===== src/hw/rtl/rlbe_pkg.sv =====
package rlbe_pkg;

	localparam int LED_COUNT       = 1;
	localparam int RLBE_FIFO_DEPTH = 4;

	localparam int IN_DATA_W  = 64;
	localparam int OUT_DATA_W = 48;
	localparam int ACT_W      = 3;
	localparam int CFG_IDX_W  = 1;

	localparam logic [7:0] SET_COLOR_LEN = 8'd5;
	localparam logic [7:0] GET_COLOR_LEN = 8'd2;
	localparam logic [7:0] LIGHT_MAX     = 8'd100;
	localparam logic [6:0] LIGHT_RESET   = 7'd100;

	localparam logic [7:0] ZERO_DUTY_RESET = 8'd29;
	localparam logic [7:0] ONE_DUTY_RESET  = 8'd58;

	localparam int DATA_BITS   = 24;
	localparam int FRAME_WORDS = 48;

	// floor(x / 100) equals (x * 5243) >> 19 for every x below 43690.
	localparam int SCALE_RECIP = 5243;
	localparam int SCALE_SHIFT = 19;

	localparam logic [CFG_IDX_W-1:0] CFG_ZERO_DUTY = 1'b0;
	localparam logic [CFG_IDX_W-1:0] CFG_ONE_DUTY  = 1'b1;

	typedef enum logic [ACT_W-1:0] {
		ACT_SET_COLOR = 3'd0,
		ACT_GET_COLOR = 3'd1,
		ACT_SET_LIGHT = 3'd2,
		ACT_GET_LIGHT = 3'd3,
		ACT_UPDATE    = 3'd4
	} action_t;

	typedef struct packed {
		logic        is_frame;
		logic [1:0]  cmd;
		logic        status;
		logic        has_color;
		logic [7:0]  red;
		logic [7:0]  green;
		logic [7:0]  blue;
		logic [6:0]  light;
		logic        save;
		logic [DATA_BITS-1:0] bits;
	} entry_t;

endpackage


===== src/hw/rtl/rlbe_front.sv =====
module rlbe_front import rlbe_pkg::*; #(
	parameter int DEPTH = RLBE_FIFO_DEPTH,
	localparam int CNT_W = $clog2(DEPTH + 1)
) (
	input  logic                 clk,
	input  logic                 arst_n,
	input  logic                 s_tvalid,
	output logic                 s_tready,
	input  logic [IN_DATA_W-1:0] s_tdata,
	input  logic [ACT_W-1:0]     s_tuser,
	input  logic [CNT_W-1:0]     fifo_count,
	output logic                 push,
	output entry_t               push_entry
);

	logic       accept;
	logic [7:0] led_index, led_count, cmd_length, red_in, green_in, blue_in, light_in;
	logic       save_flag, addr_ok;
	action_t    act;

	logic [7:0] red_q, green_q, blue_q;
	logic [6:0] bright_q, saved_q;
	logic       pending_q;

	logic [7:0] red_d, green_d, blue_d;
	logic [6:0] bright_d, saved_d;
	logic       pending_d;
	logic       emit, is_frame;
	entry_t     rep;

	logic       v_s1, frame_s1;
	entry_t     rep_s1;
	logic [7:0] g_s1, r_s1, b_s1;
	logic [6:0] br_s1;

	logic        v_s2, frame_s2;
	entry_t      rep_s2;
	logic [14:0] pg_s2, pr_s2, pb_s2;
	logic [27:0] qg, qr, qb;

	logic [CNT_W:0] used;

	assign led_index  = s_tdata[7:0];
	assign led_count  = s_tdata[15:8];
	assign cmd_length = s_tdata[23:16];
	assign red_in     = s_tdata[31:24];
	assign green_in   = s_tdata[39:32];
	assign blue_in    = s_tdata[47:40];
	assign light_in   = s_tdata[55:48];
	assign save_flag  = s_tdata[56];
	assign act        = action_t'(s_tuser);
	assign addr_ok    = (led_index == 8'd0) && (led_count == 8'(LED_COUNT));

	// Slots already promised to requests still in the pipeline count as taken.
	assign used     = {1'b0, fifo_count} + (CNT_W + 1)'(v_s1) + (CNT_W + 1)'(v_s2);
	assign s_tready = used < (CNT_W + 1)'(DEPTH);
	assign accept   = s_tvalid && s_tready;

	always_comb begin
		red_d     = red_q;
		green_d   = green_q;
		blue_d    = blue_q;
		bright_d  = bright_q;
		saved_d   = saved_q;
		pending_d = pending_q;
		emit      = 1'b0;
		is_frame  = 1'b0;
		rep       = '0;
		rep.cmd   = s_tuser[1:0];
		unique case (act)
			ACT_SET_COLOR: begin
				emit = 1'b1;
				if (addr_ok && cmd_length == SET_COLOR_LEN) begin
					red_d     = red_in;
					green_d   = green_in;
					blue_d    = blue_in;
					pending_d = 1'b1;
				end else begin
					rep.status = 1'b1;
				end
			end
			ACT_GET_COLOR: begin
				emit = 1'b1;
				if (addr_ok && cmd_length == GET_COLOR_LEN) begin
					rep.has_color = 1'b1;
					rep.red       = red_q;
					rep.green     = green_q;
					rep.blue      = blue_q;
				end else begin
					rep.status = 1'b1;
				end
			end
			ACT_SET_LIGHT: begin
				emit      = 1'b1;
				rep.light = bright_q;
				if (light_in <= LIGHT_MAX) begin
					rep.light = light_in[6:0];
					if (save_flag && light_in != {1'b0, saved_q}) begin
						saved_d  = light_in[6:0];
						rep.save = 1'b1;
					end
					if (light_in != {1'b0, bright_q}) begin
						bright_d  = light_in[6:0];
						pending_d = 1'b1;
					end
				end else begin
					rep.status = 1'b1;
				end
			end
			ACT_GET_LIGHT: begin
				emit      = 1'b1;
				rep.light = bright_q;
			end
			ACT_UPDATE: begin
				if (pending_q) begin
					emit      = 1'b1;
					is_frame  = 1'b1;
					pending_d = 1'b0;
				end
			end
			default: begin
			end
		endcase
	end

	always_ff @(posedge clk or negedge arst_n) begin
		if (!arst_n) begin
			red_q     <= 8'd0;
			green_q   <= 8'd0;
			blue_q    <= 8'd0;
			bright_q  <= LIGHT_RESET;
			saved_q   <= LIGHT_RESET;
			pending_q <= 1'b1;
			v_s1      <= 1'b0;
			v_s2      <= 1'b0;
		end else begin
			if (accept) begin
				red_q     <= red_d;
				green_q   <= green_d;
				blue_q    <= blue_d;
				bright_q  <= bright_d;
				saved_q   <= saved_d;
				pending_q <= pending_d;
			end
			v_s1 <= accept && emit;
			v_s2 <= v_s1;
		end
	end

	always_ff @(posedge clk) begin
		frame_s1 <= is_frame;
		rep_s1   <= rep;
		g_s1     <= green_q;
		r_s1     <= red_q;
		b_s1     <= blue_q;
		br_s1    <= bright_q;
		frame_s2 <= frame_s1;
		rep_s2   <= rep_s1;
		pg_s2    <= 15'(g_s1) * 15'(br_s1);
		pr_s2    <= 15'(r_s1) * 15'(br_s1);
		pb_s2    <= 15'(b_s1) * 15'(br_s1);
	end

	assign qg = 28'(pg_s2) * 28'(SCALE_RECIP);
	assign qr = 28'(pr_s2) * 28'(SCALE_RECIP);
	assign qb = 28'(pb_s2) * 28'(SCALE_RECIP);

	always_comb begin
		push_entry = rep_s2;
		if (frame_s2) begin
			push_entry          = '0;
			push_entry.is_frame = 1'b1;
			push_entry.bits     = {qg[SCALE_SHIFT +: 8], qr[SCALE_SHIFT +: 8],
				qb[SCALE_SHIFT +: 8]};
		end
	end

	assign push = v_s2;

endmodule


===== src/hw/rtl/rlbe_fifo.sv =====
module rlbe_fifo import rlbe_pkg::*; #(
	parameter int DEPTH = RLBE_FIFO_DEPTH,
	localparam int CNT_W = $clog2(DEPTH + 1),
	localparam int PTR_W = $clog2(DEPTH)
) (
	input  logic             clk,
	input  logic             arst_n,
	input  logic             push,
	input  entry_t           push_entry,
	input  logic             pop,
	output entry_t           head,
	output logic             empty,
	output logic [CNT_W-1:0] count
);

	entry_t             mem_q [DEPTH];
	logic [PTR_W-1:0]   wr_ptr_q, rd_ptr_q;
	logic [CNT_W-1:0]   count_q;

	always_ff @(posedge clk) begin
		if (push) begin
			mem_q[wr_ptr_q] <= push_entry;
		end
	end

	always_ff @(posedge clk or negedge arst_n) begin
		if (!arst_n) begin
			wr_ptr_q <= '0;
			rd_ptr_q <= '0;
			count_q  <= '0;
		end else begin
			if (push) begin
				wr_ptr_q <= (wr_ptr_q == PTR_W'(DEPTH - 1)) ? '0 : wr_ptr_q + 1'b1;
			end
			if (pop) begin
				rd_ptr_q <= (rd_ptr_q == PTR_W'(DEPTH - 1)) ? '0 : rd_ptr_q + 1'b1;
			end
			if (push && !pop) begin
				count_q <= count_q + 1'b1;
			end else if (pop && !push) begin
				count_q <= count_q - 1'b1;
			end
		end
	end

	assign head  = mem_q[rd_ptr_q];
	assign empty = (count_q == '0);
	assign count = count_q;

endmodule


===== src/hw/rtl/rlbe_back.sv =====
module rlbe_back import rlbe_pkg::*; (
	input  logic                  clk,
	input  logic                  arst_n,
	input  logic                  cfg_valid,
	output logic                  cfg_ready,
	input  logic [CFG_IDX_W-1:0]  cfg_index,
	input  logic [7:0]            cfg_data,
	input  entry_t                head,
	input  logic                  empty,
	output logic                  pop,
	output logic                  m_tvalid,
	input  logic                  m_tready,
	output logic [OUT_DATA_W-1:0] m_tdata,
	output logic                  m_tuser,
	output logic                  m_tlast
);

	localparam int WCNT_W = $clog2(FRAME_WORDS);
	localparam int BIT_W  = $clog2(DATA_BITS);

	logic [7:0]        zero_duty_q, one_duty_q;
	logic [WCNT_W-1:0] word_q;
	logic              m_tvalid_q, m_tuser_q, m_tlast_q;
	logic [OUT_DATA_W-1:0] m_tdata_q;

	logic              load, word_end, bit_val;
	logic [BIT_W-1:0]  bit_idx;
	logic [7:0]        duty;
	logic [OUT_DATA_W-1:0] word_data, reply_data;

	assign cfg_ready = 1'b1;

	assign load     = !m_tvalid_q || m_tready;
	assign word_end = (word_q == WCNT_W'(FRAME_WORDS - 1));
	assign pop      = load && !empty && (!head.is_frame || word_end);

	// Data words walk the colour bits from the most significant down.
	assign bit_idx = BIT_W'(DATA_BITS - 1) - word_q[BIT_W-1:0];
	assign bit_val = head.bits[bit_idx];

	always_comb begin
		duty = 8'd0;
		if (word_q < WCNT_W'(DATA_BITS)) begin
			duty = bit_val ? one_duty_q : zero_duty_q;
		end
	end

	assign word_data  = {4'b0, duty, 36'b0};
	assign reply_data = {4'b0, 8'd0, head.save, head.light, head.blue, head.green,
		head.red, head.has_color, head.status, head.cmd};

	always_ff @(posedge clk or negedge arst_n) begin
		if (!arst_n) begin
			zero_duty_q <= ZERO_DUTY_RESET;
			one_duty_q  <= ONE_DUTY_RESET;
			word_q      <= '0;
			m_tvalid_q  <= 1'b0;
		end else begin
			if (cfg_valid) begin
				case (cfg_index)
					CFG_ZERO_DUTY: zero_duty_q <= cfg_data;
					CFG_ONE_DUTY:  one_duty_q  <= cfg_data;
					default: begin
					end
				endcase
			end
			if (load) begin
				m_tvalid_q <= !empty;
				if (!empty && head.is_frame) begin
					word_q <= word_end ? '0 : word_q + 1'b1;
				end
			end
		end
	end

	always_ff @(posedge clk) begin
		if (load && !empty) begin
			m_tdata_q <= head.is_frame ? word_data : reply_data;
			m_tuser_q <= head.is_frame;
			m_tlast_q <= head.is_frame && word_end;
		end
	end

	assign m_tvalid = m_tvalid_q;
	assign m_tdata  = m_tdata_q;
	assign m_tuser  = m_tuser_q;
	assign m_tlast  = m_tlast_q;

endmodule


===== src/hw/rtl/rgb_led_command_and_bit_encoder_top.sv =====
// Command controller and bit encoder for one addressable RGB LED.
// Requests enter on the s_ channel: s_tuser carries the action, s_tdata the command
// bytes, colour, brightness and save flag. Results leave on the m_ channel: m_tuser
// is 0 for a command reply and 1 for a duty word, m_tlast marks the last duty word.
// The cfg channel writes the duty values for a zero bit (index 0) and a one bit
// (index 1) and is always ready; the user must write it only while the block is
// idle, which the block does not enforce. A front stage decodes each request,
// updates the colour and brightness and, for an update, scales the colour over
// two multiplier stages; a small queue then feeds the back stage, which drives
// the output register. A result passes the front stage registers s1 and s2, the
// queue and the output register before it becomes valid.
// Throughput: one request per cycle while the queue has room. A reply is one output
// word; an update with a change pending sends 48 duty words from the back stage
// counter, one per cycle while the receiver is ready, and the front stalls once
// the queue is full. When the receiver stalls, the output word holds and requests
// keep entering until the queue is full. After reset the colour is black, brightness
// is 100 and an update is pending, so an update before any colour set sends a black frame.
module rgb_led_command_and_bit_encoder_top import rlbe_pkg::*; #(
	parameter int FIFO_DEPTH = RLBE_FIFO_DEPTH
) (
	input  logic                  clk,
	input  logic                  arst_n,
	input  logic                  s_tvalid,
	output logic                  s_tready,
	input  logic [IN_DATA_W-1:0]  s_tdata,   // led_index, led_count, cmd_length, red_in,
	                                         // green_in, blue_in, light_in, save_flag
	input  logic [ACT_W-1:0]      s_tuser,   // action
	output logic                  m_tvalid,
	input  logic                  m_tready,
	output logic [OUT_DATA_W-1:0] m_tdata,   // reply_command, status, has_color, red_out,
	                                         // green_out, blue_out, light_out,
	                                         // save_request, duty_word
	output logic                  m_tuser,   // result_kind
	output logic                  m_tlast,   // last
	input  logic                  cfg_valid,
	output logic                  cfg_ready,
	input  logic [CFG_IDX_W-1:0]  cfg_index,
	input  logic [7:0]            cfg_data
);

	localparam int CNT_W = $clog2(FIFO_DEPTH + 1);

	logic             push, pop, empty;
	entry_t           push_entry, head;
	logic [CNT_W-1:0] fifo_count;

	rlbe_front #(.DEPTH(FIFO_DEPTH)) u_front (
		.clk        (clk),
		.arst_n     (arst_n),
		.s_tvalid   (s_tvalid),
		.s_tready   (s_tready),
		.s_tdata    (s_tdata),
		.s_tuser    (s_tuser),
		.fifo_count (fifo_count),
		.push       (push),
		.push_entry (push_entry)
	);

	rlbe_fifo #(.DEPTH(FIFO_DEPTH)) u_fifo (
		.clk        (clk),
		.arst_n     (arst_n),
		.push       (push),
		.push_entry (push_entry),
		.pop        (pop),
		.head       (head),
		.empty      (empty),
		.count      (fifo_count)
	);

	rlbe_back u_back (
		.clk       (clk),
		.arst_n    (arst_n),
		.cfg_valid (cfg_valid),
		.cfg_ready (cfg_ready),
		.cfg_index (cfg_index),
		.cfg_data  (cfg_data),
		.head      (head),
		.empty     (empty),
		.pop       (pop),
		.m_tvalid  (m_tvalid),
		.m_tready  (m_tready),
		.m_tdata   (m_tdata),
		.m_tuser   (m_tuser),
		.m_tlast   (m_tlast)
	);

	a_last_is_duty: assert property (@(posedge clk) disable iff (!arst_n)
		m_tvalid && m_tlast |-> m_tuser)
		else $error("end of frame marked on a reply");

	a_reply_no_duty: assert property (@(posedge clk) disable iff (!arst_n)
		m_tvalid && !m_tuser |-> m_tdata[43:36] == 8'd0)
		else $error("reply carries a duty value");

	a_fifo_bound: assert property (@(posedge clk) disable iff (!arst_n)
		fifo_count <= CNT_W'(FIFO_DEPTH))
		else $error("queue count beyond its depth");

	a_no_push_full: assert property (@(posedge clk) disable iff (!arst_n)
		push && !pop |-> fifo_count < CNT_W'(FIFO_DEPTH))
		else $error("write into a full queue");

endmodule

===== config.mk =====
export PLATFORM = sky130hd
export DESIGN_NAME = rgb_led_command_and_bit_encoder_top
export DESIGN_NICKNAME = d
export VERILOG_FILES = /design/src/hw/rtl/rlbe_pkg.sv /design/src/hw/rtl/rlbe_front.sv /design/src/hw/rtl/rlbe_fifo.sv /design/src/hw/rtl/rlbe_back.sv /design/src/hw/rtl/rgb_led_command_and_bit_encoder_top.sv
export SDC_FILE = /design/constraint.sdc
export NUM_CORES = 1
export LEC_CHECK = 0
export BUFFER_PORTS_ARGS = -buffer_cell sky130_fd_sc_hd__buf_4
export CAP_MARGIN = 20
export CORE_MARGIN = 1
export CORE_UTILIZATION = 40
export CTS_BUF_LIST = sky130_fd_sc_hd__clkbuf_4 sky130_fd_sc_hd__clkbuf_8
export DETAILED_ROUTE_END_ITERATION = 8
export HOLD_SLACK_MARGIN = 0.06
export PLACE_DENSITY_LB_ADDON = 0.2
export SYNTH_ARGS = -nofsm -noshare
export SYNTH_HDL_FRONTEND = slang
export SYNTH_SLANG_ARGS = --single-unit

===== constraint.sdc =====
create_clock -name clk -period 5.7 [get_ports clk]
set_input_delay 0.855 -clock clk [delete_from_list [all_inputs] [get_ports clk]]
set_output_delay 0.855 -clock clk [all_outputs]
set_load 0.005 [all_outputs]

==> results.md, run 1 <==
- Status: completed
- Routed len/inst: 17.6 um
- Internal: 7.26 mW
- WL final: 71,100 um
- Die Width: 292 um
- Count leader, synth: inv_1
- VDD IR-drop max: 0.231 mV
- Slowest stage delay, CP: 0.54 ns
- Antenna Nets Post-Route: 0
- Skew final: 0.0363 ns
- Ranking of synthesized cells by area: edfxtp_1 26%, fa_1 17%, ha_1 15%
- Critical path startpoint category: flip-flop
- Synth Area in Adders: 32.4%
- Pins over their slew limit: 0
- Slowest CP cell: fa_1
- Maxcap violations: 0
- Register share of total power: 47.5%
- Clock power frac: 33.4%
- Worst reg2reg path depth: 15
- Worst-skew pair later-pin latency: 0.70 ns
- Global-route wire length before repair: 116,000 um
- IO buf count: 121
- PD cells: 268 nW/um^2
- Relative slew slack: 37.3%
- Total core area: 82,600 sq um
- Initial DRC Count: 696
- Initial Utilization: 40.6%
- CP Capture Type: flip-flop
- Critical Path End: u_fifo.mem_q[3][22]
- Least-Margin Pin Slew: 0.941 ns
- Crit Reg-Reg Endpoint: u_fifo.mem_q[3][22]
- Final worst-path cycle share: 93.2%
- P_leak: 18.3 nW
- Fraction of layout cells with a size suffix above 1: 15.2%
- Type of the most critical hold path: in -> reg
- Critical path class: reg -> reg
- Comb pwr share: 19.2%
- Final Hold Viols: 0
- Post-Syn Area: 33,600 sq um
- Worst path required time: 6.14 ns
- Clock Pin Slew Worst Setup and Hold Paths: 0.06 ns
- Fin crit period: 5.31 ns
- Largest net degree at the start of global routing: 66
- Pwr Total: 10.1 mW
- Post-synth top flop: edfxtp_1
- DR pass1 iterations: 5
- Via count: 19.7k
- Mapped Cells: 2,707
- CTS tree: yes
- Net Sw Frac: 28.2%
- Die Ht: 292 um
- Setup Viol. Count Final: 0
- Final nets: 3,669
- R2R Path Start: u_front.pg_s2[9]
- Unrepaired setup endpoints after global routing: no
- Yosys top cell area share: 25.9%
- Fmax: 188 MHz
- Fin Setup TNS: 0 ns
- Asr flop ratio synth: 13.9%
- Post-synthesis compound-gate area fraction: 4.15%
- Worst path cell trace: ha_1 > fa_1 > fa_1 > fa_1 > inv_1 > fa_1 > inv_1 > ha_1 > a211oi_1 > o21ai_0 > a221oi_1 > a21oi_1 > o31a_1 > or2_2 > mux2i_1
- DR vias/cell: 4.88
- Initial antenna violation count: 2
- Synth cell types: 69
- # fillers: 7,544
- Register area share after synthesis: 40.2%
- Die Area: 85,100 sq um
- DR DRC count: 0
- Leading area contributor after synthesis: edfxtp_1
- Post-synthesis simple-gate area fraction: 8.11%
- Crit path from: u_front.pg_s2[9]
- Number of global-route vias before repair: 21.6k
- Area Overhead vs Synth: 12.2%
- Psw: 2.86 mW
- Clk root buf: clkbuf_8
- # rows: 105
- Total GRT Usage: 17.2%
- #FFs+latches synth: 511
- HPWL after detailed placement: 54,400 um
- H-Tree Depth: 3
- Post-synth top cells: 513 x inv_1, 402 x ha_1, 292 x fa_1
- R2r setup slk: 0.39 ns
- Multiplexer area fraction after synthesis: 6.68%
- IO Count: 134
- CTS buffer count: 80
- Total congestion overflow: 0
- Cell repeated most along the worst path: fa_1
- Warning count from the yosys run: 0
- RD Place Congestion: 0.867
- Main combinational cell family by area after synthesis: adder cells
- Clk buf depth: 3
- Arrival time of the worst setup path: 5.75 ns
- Crit-path max FO: 6
- Post-synth EDFFs: 290
- Clk sinks: 511
- XOR/XNOR Fraction of Synth Area: 1.85%
- Synth Area per Inst: 12.4 sq um
## worst min-delay path by stage
stage / cells past startpoint / endpoint / start / slack, ns
finish: 1 / u_front.rep_s1[58] / s_tuser[0] / 0.31
global route: 1 / u_front.rep_s1[58] / s_tuser[0] / 0.26
CTS: 1 / u_front.rep_s1[58] / s_tuser[0] / 0.26
detailed placement: 0 / u_front.rep_s2[30] / u_front.rep_s1[30] / 0.31
global placement: 0 / u_front.rep_s2[42] / u_front.rep_s1[42] / 0.31
floorplan: 0 / u_front.frame_s2 / u_front.frame_s1 / 0.31
## state kept, by name (all words and copies together), names as in the netlist, 15 cells and up
name	flops
u_front.pr_s2	15
u_front.pg_s2	15
u_front.rep_s2	36
u_fifo.mem_q	244
u_front.rep_s1	36
u_front.pb_s2	15
u_back.m_tdata	44
## cells by family after synthesis
logic type / count (synthesis)
AOI/OAI and AO/OA: 207
xor gates and xnor gates: 71
adders and majority gates: 694
buffers and inverters: 574
DFF: 511
muxes: 139
other: 2
and+or+nand+nor: 509
## layout by cell type, fill, tap and decap left out, types with 23 or more instances in the layout
master and n:
xor2_1 23, buf_4 160, mux4_2 56, clkbuf_4 33, ha_1 402, clkbuf_8 86
dfrtp_1 54, o21ai_0 39, fa_1 292, a21oi_1 54, nor2_1 46, inv_1 513
nor2b_1 76, mux2_2 56, dfxtp_1 149, nand2_1 136, a21o_1 23, nor3_1 29
and2_1 112, xnor2_1 48, edfxtp_1 290
## power groups by stage
stage | combinational (mW) | sequential, mW | clock, mW
6_report | 1.94 | 4.80 | 3.38
5_1_grt | 2.11 | 4.86 | 3.63
4_1_cts | 1.99 | 4.81 | 3.47
3_5_place_dp | 1.98 | 4.88 | 0
3_3_place_gp | 1.95 | 4.88 | 0
2_1_floorplan | 1.36 | 4.63 | 0
## layout make-up
class | count | area [sq um] | area share, %
Multi-Input combinational cell | 1625 | 17900 | 47.5
Sequential cell | 511 | 13500 | 35.8
Inverter | 514 | 1930 | 5.12
Clock buffer | 119 | 1430 | 3.80
Tap cell | 1070 | 1340 | 3.55
Timing Repair Buffer | 162 | 1220 | 3.23
Clock inverter | 30 | 365 | 0.969
Antenna cell | 1 | 2.50 | 0.00664
## metrics by stage
| stage | instances | hold slack [ns] | worst slack (ns) | area (sq um) | util (%) |
|---|---|---|---|---|---|
| after floorplan | 2710 | 0.310 | 0.790 | 33600 | - |
| after global routing | 4032 | 0.262 | 0.00596 | 37700 | 45.6 |
| after CTS | 4031 | 0.260 | 0.323 | 37700 | 45.6 |
| after global placement | 3880 | 0.310 | 0.173 | 35900 | 43.4 |
| final | 4032 | 0.314 | 0.390 | 37700 | 45.6 |
| after detailed placement | 3881 | 0.312 | 0.344 | 35900 | 43.4 |
## per-layer routing
layer	up-vias	wire (um)	part of all wire (%)	track usage [%]
li1	9441	-	-	-
met1	9909	32300	45	22.6
met2	256	36000	51	30.3
met3	73	1910	2.7	2.50
met4	0	896	1.3	3.47
met5	-	0	0	0
## what timing repair did
action | CTS | global route
gates resized for setup | 0 | 0
hold buffers | 1 | 0
setup buffers | 0 | 0
endpoints found under the hold margin | 5 | 0
## critical path: cells and delay by family, from the launching register on
kind / cells / cell delay (ns)
AND/OR/NAND/NOR: 1 / 0.28
AO/OA/AOI/OAI: 5 / 1.24
flip-flops: 1 / 0.53
multiplexers: 1 / 0.35
buffers and inverters: 2 / 0.09
adder cells (fa/ha/maj): 6 / 2.59
Power figures use the tool's default switching activity.
==> run 2, diff against run 1 <==
Settings changed: MAX_ROUTING_LAYER from default to met4.
==> run 2 against run 1 <==
  * Non-clock buffer count up 1
  * Count of clock-buffer cells in the layout unchanged
  * Clock power up 6.2%
  * Utilization up 0.19 points
  * Clock skew up 0.015 ns
  * Design area up 0.42%
  * Largest power group unchanged
  * Highest routed layer unchanged
==> results.md, run 2 (synthesized netlist as in run 1, its figures left out) <==
- Area Overhead vs Synth: 12.7%
- Die Width: 292 um
- DR pass1 iterations: 5
- Design area: 37,900 sq um
- Crit-path max FO: 4
- Fmax: 188 MHz
- P_leak: 18.3 nW
- CP Capture Type: flip-flop
- IO Count: 134
- Fin Setup TNS: 0 ns
- Maxcap violations: 0
- Final Core Density: 45.8%
- Antenna Nets Post-Route: 0
- Total GRT Usage: 17.7%
- Clock Pin Slew Worst Setup and Hold Paths: 0.07 ns
- Worst path required time: 6.10 ns
- Clk sinks: 511
- Internal: 7.42 mW
- Max FFs per register: 244
- Total core area: 82,600 sq um
- Final Hold Viols: 0
- Largest register by flop count: u_fifo.mem_q
- WL final: 71,400 um
- Psw: 2.90 mW
- Total congestion overflow: 0
- Type of the most critical hold path: reg -> reg
- Clk root buf: clkbuf_8
- Unrepaired setup endpoints after global routing: no
- DR vias/cell: 4.89
- DR DRC count: 0
- Die Area: 85,100 sq um
- Relative slew slack: 38.3%
- Critical path startpoint category: flip-flop
- VDD IR-drop max: 0.188 mV
- Die Ht: 292 um
- Number of global-route vias before repair: 21.6k
- Initial antenna violation count: 2
- Status: completed
- Routed len/inst: 17.7 um
- Worst-skew pair later-pin latency: 0.69 ns
- Hold buffer count at cts: 1
- Most frequent cells in the layout: 513 x inv_1, 402 x ha_1, 292 x fa_1
- Setup Viol. Count Final: 0
- Via count: 19.7k
- Initial DRC Count: 710
- Initial Utilization: 40.6%
- Skew final: 0.0513 ns
- RD Place Congestion: 0.880
- H-Tree Depth: 3
- Setup bufs post-CTS: 0
- CTS tree: yes
- Largest net degree at the start of global routing: 58
- # rows: 105
- Clk buf depth: 3
- IO buf count: 121
- Global-route wire length before repair: 116,000 um
- Register share of total power: 46.5%
- Comb pwr share: 18.8%
- PostCTS Resize Cnt: 0
- Pins over their slew limit: 0
- HPWL after detailed placement: 54,500 um
- Fraction of layout cells with a size suffix above 1: 15.4%
- Final worst-path cycle share: 93.4%
- CTS buffer count: 81
- PD cells: 273 nW/um^2
- Critical path class: reg -> reg
- Final nets: 3,671
- Net Sw Frac: 28.1%
- Most common cell after layout, fill and taps aside: inv_1
- Arrival time of the worst setup path: 5.72 ns
- Least-Margin Pin Slew: 0.925 ns
- Clock power frac: 34.8%
- Fin crit period: 5.32 ns
- Dpl cell area: 35,900 sq um
run 2: cell types whose count changed in the layout (fill, tap and decap cells not counted), moves of 3 or more:
cell,previous run,this run
clkbuf_4,33,18
clkbuf_8,86,101
clkinv_1,10,6
clkinv_2,7,11
diode_2,1,4
run 2: path summary, 6_finish.rpt:
check / slack, ns / to / startpoint / depth (start not counted)
min in group asynchronous: 0.58 / u_back.zero_duty_q[6] / arst_n / 2
setup reg to reg: 0.38 / u_fifo.mem_q[3][22] / u_front.pg_s2[11] / 18
hold / removal: 0.32 / u_front.rep_s2[37] / u_front.rep_s1[37] / 0
setup / recovery: 0.38 / u_fifo.mem_q[3][22] / u_front.pg_s2[11] / 18
hold reg to reg: 0.32 / u_front.rep_s2[37] / u_front.rep_s1[37] / 0
max in group asynchronous: 4.01 / u_fifo.rd_ptr_q[0] / arst_n / 3
run 2: critical path: stages, from the launching register on:
cell      delay (ns)
dfxtp_1         0.44
buf_4           0.18
fa_1            0.42
ha_1            0.29
inv_1           0.05
fa_1            0.53
inv_1           0.07
fa_1            0.48
inv_1           0.05
fa_1            0.47
inv_1           0.04
ha_1            0.30
o21ai_0         0.09
o21ai_0         0.10
a221oi_1        0.39
a21oi_1         0.20
o31a_1          0.32
or2_2           0.28
mux2i_1         0.37
run 2: metal layers:
metal	wire length [um]	GRT usage [%]	vias to the layer above
li1	-	-	9452
met4	1190	4.02	0
met1	32300	22.5	9945
met2	36100	30.3	264
met3	1770	2.17	86
met5	0	-	-
run 2: layout make-up:
type	instances	area, sq um
Antenna cell	4	10.0
Clock buffer	119	1530
Clock inverter	33	415
Fill cell	7518	44800
Inverter	514	1930
Multi-Input combinational cell	1625	17900
Sequential cell	511	13500
Tap cell	1070	1340
Timing Repair Buffer	163	1220
run 2: power groups by stage:
stage | sequential, mW | clock [mW] | combinational (mW)
after floorplan | 4.63 | 0 | 1.36
after global placement | 4.87 | 0 | 1.95
after detailed placement | 4.89 | 0 | 1.98
after CTS | 4.81 | 3.68 | 1.99
after global routing | 4.86 | 3.83 | 2.11
final | 4.80 | 3.59 | 1.94
run 2: per-stage QoR:
stage | setup WS [ns] | hold WS [ns] | power [mW] | cells
4_1_cts | 0.356 | 0.271 | 10.5 | 4035
2_1_floorplan | 0.790 | 0.310 | 5.99 | 2710
3_5_place_dp | 0.379 | 0.312 | 6.87 | 3882
6_report | 0.378 | 0.321 | 10.3 | 4039
3_3_place_gp | 0.150 | 0.310 | 6.82 | 3881
5_1_grt | 0.0927 | 0.286 | 10.8 | 4039
==> run 3, diff against run 2 <==
Settings changed: CELL_PAD_IN_SITES_DETAIL_PLACEMENT from default to 0, CELL_PAD_IN_SITES_GLOBAL_PLACEMENT from default to 1.
==> run 3 against run 2 <==
  * Non-clock buffer count down 5
  * Cell count about the same
  * Largest power group unchanged
  * Sequential cell count did not move
  * Largest cell class unchanged
==> results.md, run 3 (synthesized netlist as in run 1, its figures left out) <==
- CTS tree: yes
- CP delay by family, top: adder cells
- CTS buffer count: 84
- Die Area: 85,100 sq um
- Via count: 19.8k
- Pins over their slew limit: 0
- Comb pwr share: 20.2%
- Total core area: 82,600 sq um
- Number of global-route vias before repair: 21.5k
- Worst reg2reg path depth: 15
- Initial DRC Count: 829
- Final Core Density: 45.6%
- Fraction of layout cells with a size suffix above 1: 15.4%
- Routed len/inst: 17.8 um
- Register share of total power: 46.2%
- Die Width: 292 um
- H-Tree Depth: 3
- Psw: 2.88 mW
- Fin crit period: 5.40 ns
- DR DRC count: 0
- Cell repeated most along the worst path: fa_1
- Fmax: 185 MHz
- IO Count: 134
- IO buf count: 121
- Area Overhead vs Synth: 12.3%
- Unrepaired setup endpoints after global routing: no
- CP Capture Type: flip-flop
- Largest net degree at the start of global routing: 60
- Final worst-path cycle share: 94.7%
- Clk root buf: clkbuf_8
- Crit-path max FO: 6
- DR pass1 iterations: 4
- Type of the most critical hold path: reg -> reg
- Hold depth: 0
- Fin Setup TNS: 0 ns
- Maxcap violations: 0
- # rows: 105
- Clock power frac: 33.5%
- WP buf/inv: 2
- Setup Viol. Count Final: 0
- Global-route wire length before repair: 116,000 um
- Internal: 7.29 mW
- Slowest stage delay, CP: 0.55 ns
- Final Hold Viols: 0
- P_leak: 18.3 nW
- Largest register by flop count: u_fifo.mem_q
- Clk sinks: 511
- Least-Margin Pin Slew: 1.09 ns
- Net Sw Frac: 28.4%
- Relative slew slack: 27.2%
- Clock Pin Slew Worst Setup and Hold Paths: 0.08 ns
- Critical path class: reg -> reg
- Critical path startpoint category: flip-flop
- Most frequent cells in the layout: 513 x inv_1, 402 x ha_1, 292 x fa_1
- Clk buf depth: 3
- Non-filler cells, final: 4,037
- Skew final: 0.0367 ns
- WP depth: 15
- VDD IR-drop max: 0.217 mV
- Worst path required time: 6.09 ns
- DR vias/cell: 4.91
- Total congestion overflow: 0
- RD Place Congestion: 0.833
- Arrival time of the worst setup path: 5.78 ns
- Design area: 37,700 sq um
- Final nets: 3,669
- Slowest CP cell: fa_1
- PD cells: 270 nW/um^2
- WHS: 0.317 ns
- Initial antenna violation count: 1
- Status: completed
- Most common cell after layout, fill and taps aside: inv_1
- WL final: 71,900 um
- Die Ht: 292 um
- Max FFs per register: 244
- Cells after DPL: 3,877
- Antenna Nets Post-Route: 0
- Total GRT Usage: 17.9%
- HPWL after detailed placement: 55,500 um
- Worst-skew pair later-pin latency: 0.67 ns
- Dpl cell area: 35,900 sq um
- Initial Utilization: 40.6%
- Worst path cell trace: ha_1 > fa_1 > fa_1 > fa_1 > inv_1 > fa_1 > inv_1 > ha_1 > a211oi_1 > o21ai_0 > a221oi_1 > nand2_1 > and3_1 > o21ai_0 > nor3b_1
[run 3: changes by cell type in the layout (fill, tap and decap cells not counted), sizes merged]
| cell | delta |
|---|---|
| diode | -3 |
| clkinvlp | +1 |
| clkbuf | +12 |
| buf | -5 |
| bufinv | -4 |
| clkinv | -3 |
[run 3: stage by stage]
stage	worst slack, ns	total power [mW]
final	0.302	10.2
after global routing	0.00000844	10.7
after CTS	0.156	10.4
after detailed placement	0.174	6.90
after floorplan	0.790	5.99
after global placement	0.232	6.84
[run 3: final cells by class]
class | count | area, sq um
Inverter | 514 | 1930
Sequential cell | 511 | 13500
Multi-Input combinational cell | 1625 | 17900
Clock inverter | 27 | 248
Antenna cell | 1 | 2.50
Fill cell | 7563 | 44900
Clock buffer | 131 | 1580
Timing Repair Buffer | 158 | 1190
Tap cell | 1070 | 1340
[run 3: metal layers]
layer | vias up | global-route usage [%] | part of all wire, %
li1 | 9438 | - | -
met1 | 10000 | 23.2 | 46
met3 | 91 | 2.41 | 2.8
met4 | 0 | 4.52 | 1.8
met2 | 261 | 29.7 | 49
met5 | - | - | 0
[run 3: power groups by stage]
| stage | sequential, mW | clock (mW) | combinational (mW) |
|---|---|---|---|
| 6_report | 4.70 | 3.41 | 2.06 |
| 4_1_cts | 4.71 | 3.53 | 2.11 |
| 5_1_grt | 4.76 | 3.68 | 2.23 |
| 3_3_place_gp | 4.76 | 0 | 2.08 |
| 2_1_floorplan | 4.63 | 0 | 1.36 |
| 3_5_place_dp | 4.79 | 0 | 2.11 |
[run 3: path summary, 6_finish.rpt]
check	startpoint	to	slack (ns)
setup / recovery	u_front.pg_s2[10]	u_fifo.mem_q[1][19]	0.30
hold / removal	u_front.rep_s1[33]	u_front.rep_s2[33]	0.32
setup reg to reg	u_front.pg_s2[10]	u_fifo.mem_q[1][19]	0.30
hold reg to reg	u_front.rep_s1[33]	u_front.rep_s2[33]	0.32
max in group asynchronous	arst_n	u_front.red_q[1]	3.97
min in group asynchronous	arst_n	u_back.one_duty_q[6]	0.58
[run 3: repair_timing]
item | in CTS | in global routing
setup endpoints to repair | 0 | 20
gates resized for setup | 0 | 3
setup buffers | 0 | 0
endpoints found under the hold margin | 11 | 0
hold buffers | 1 | 0
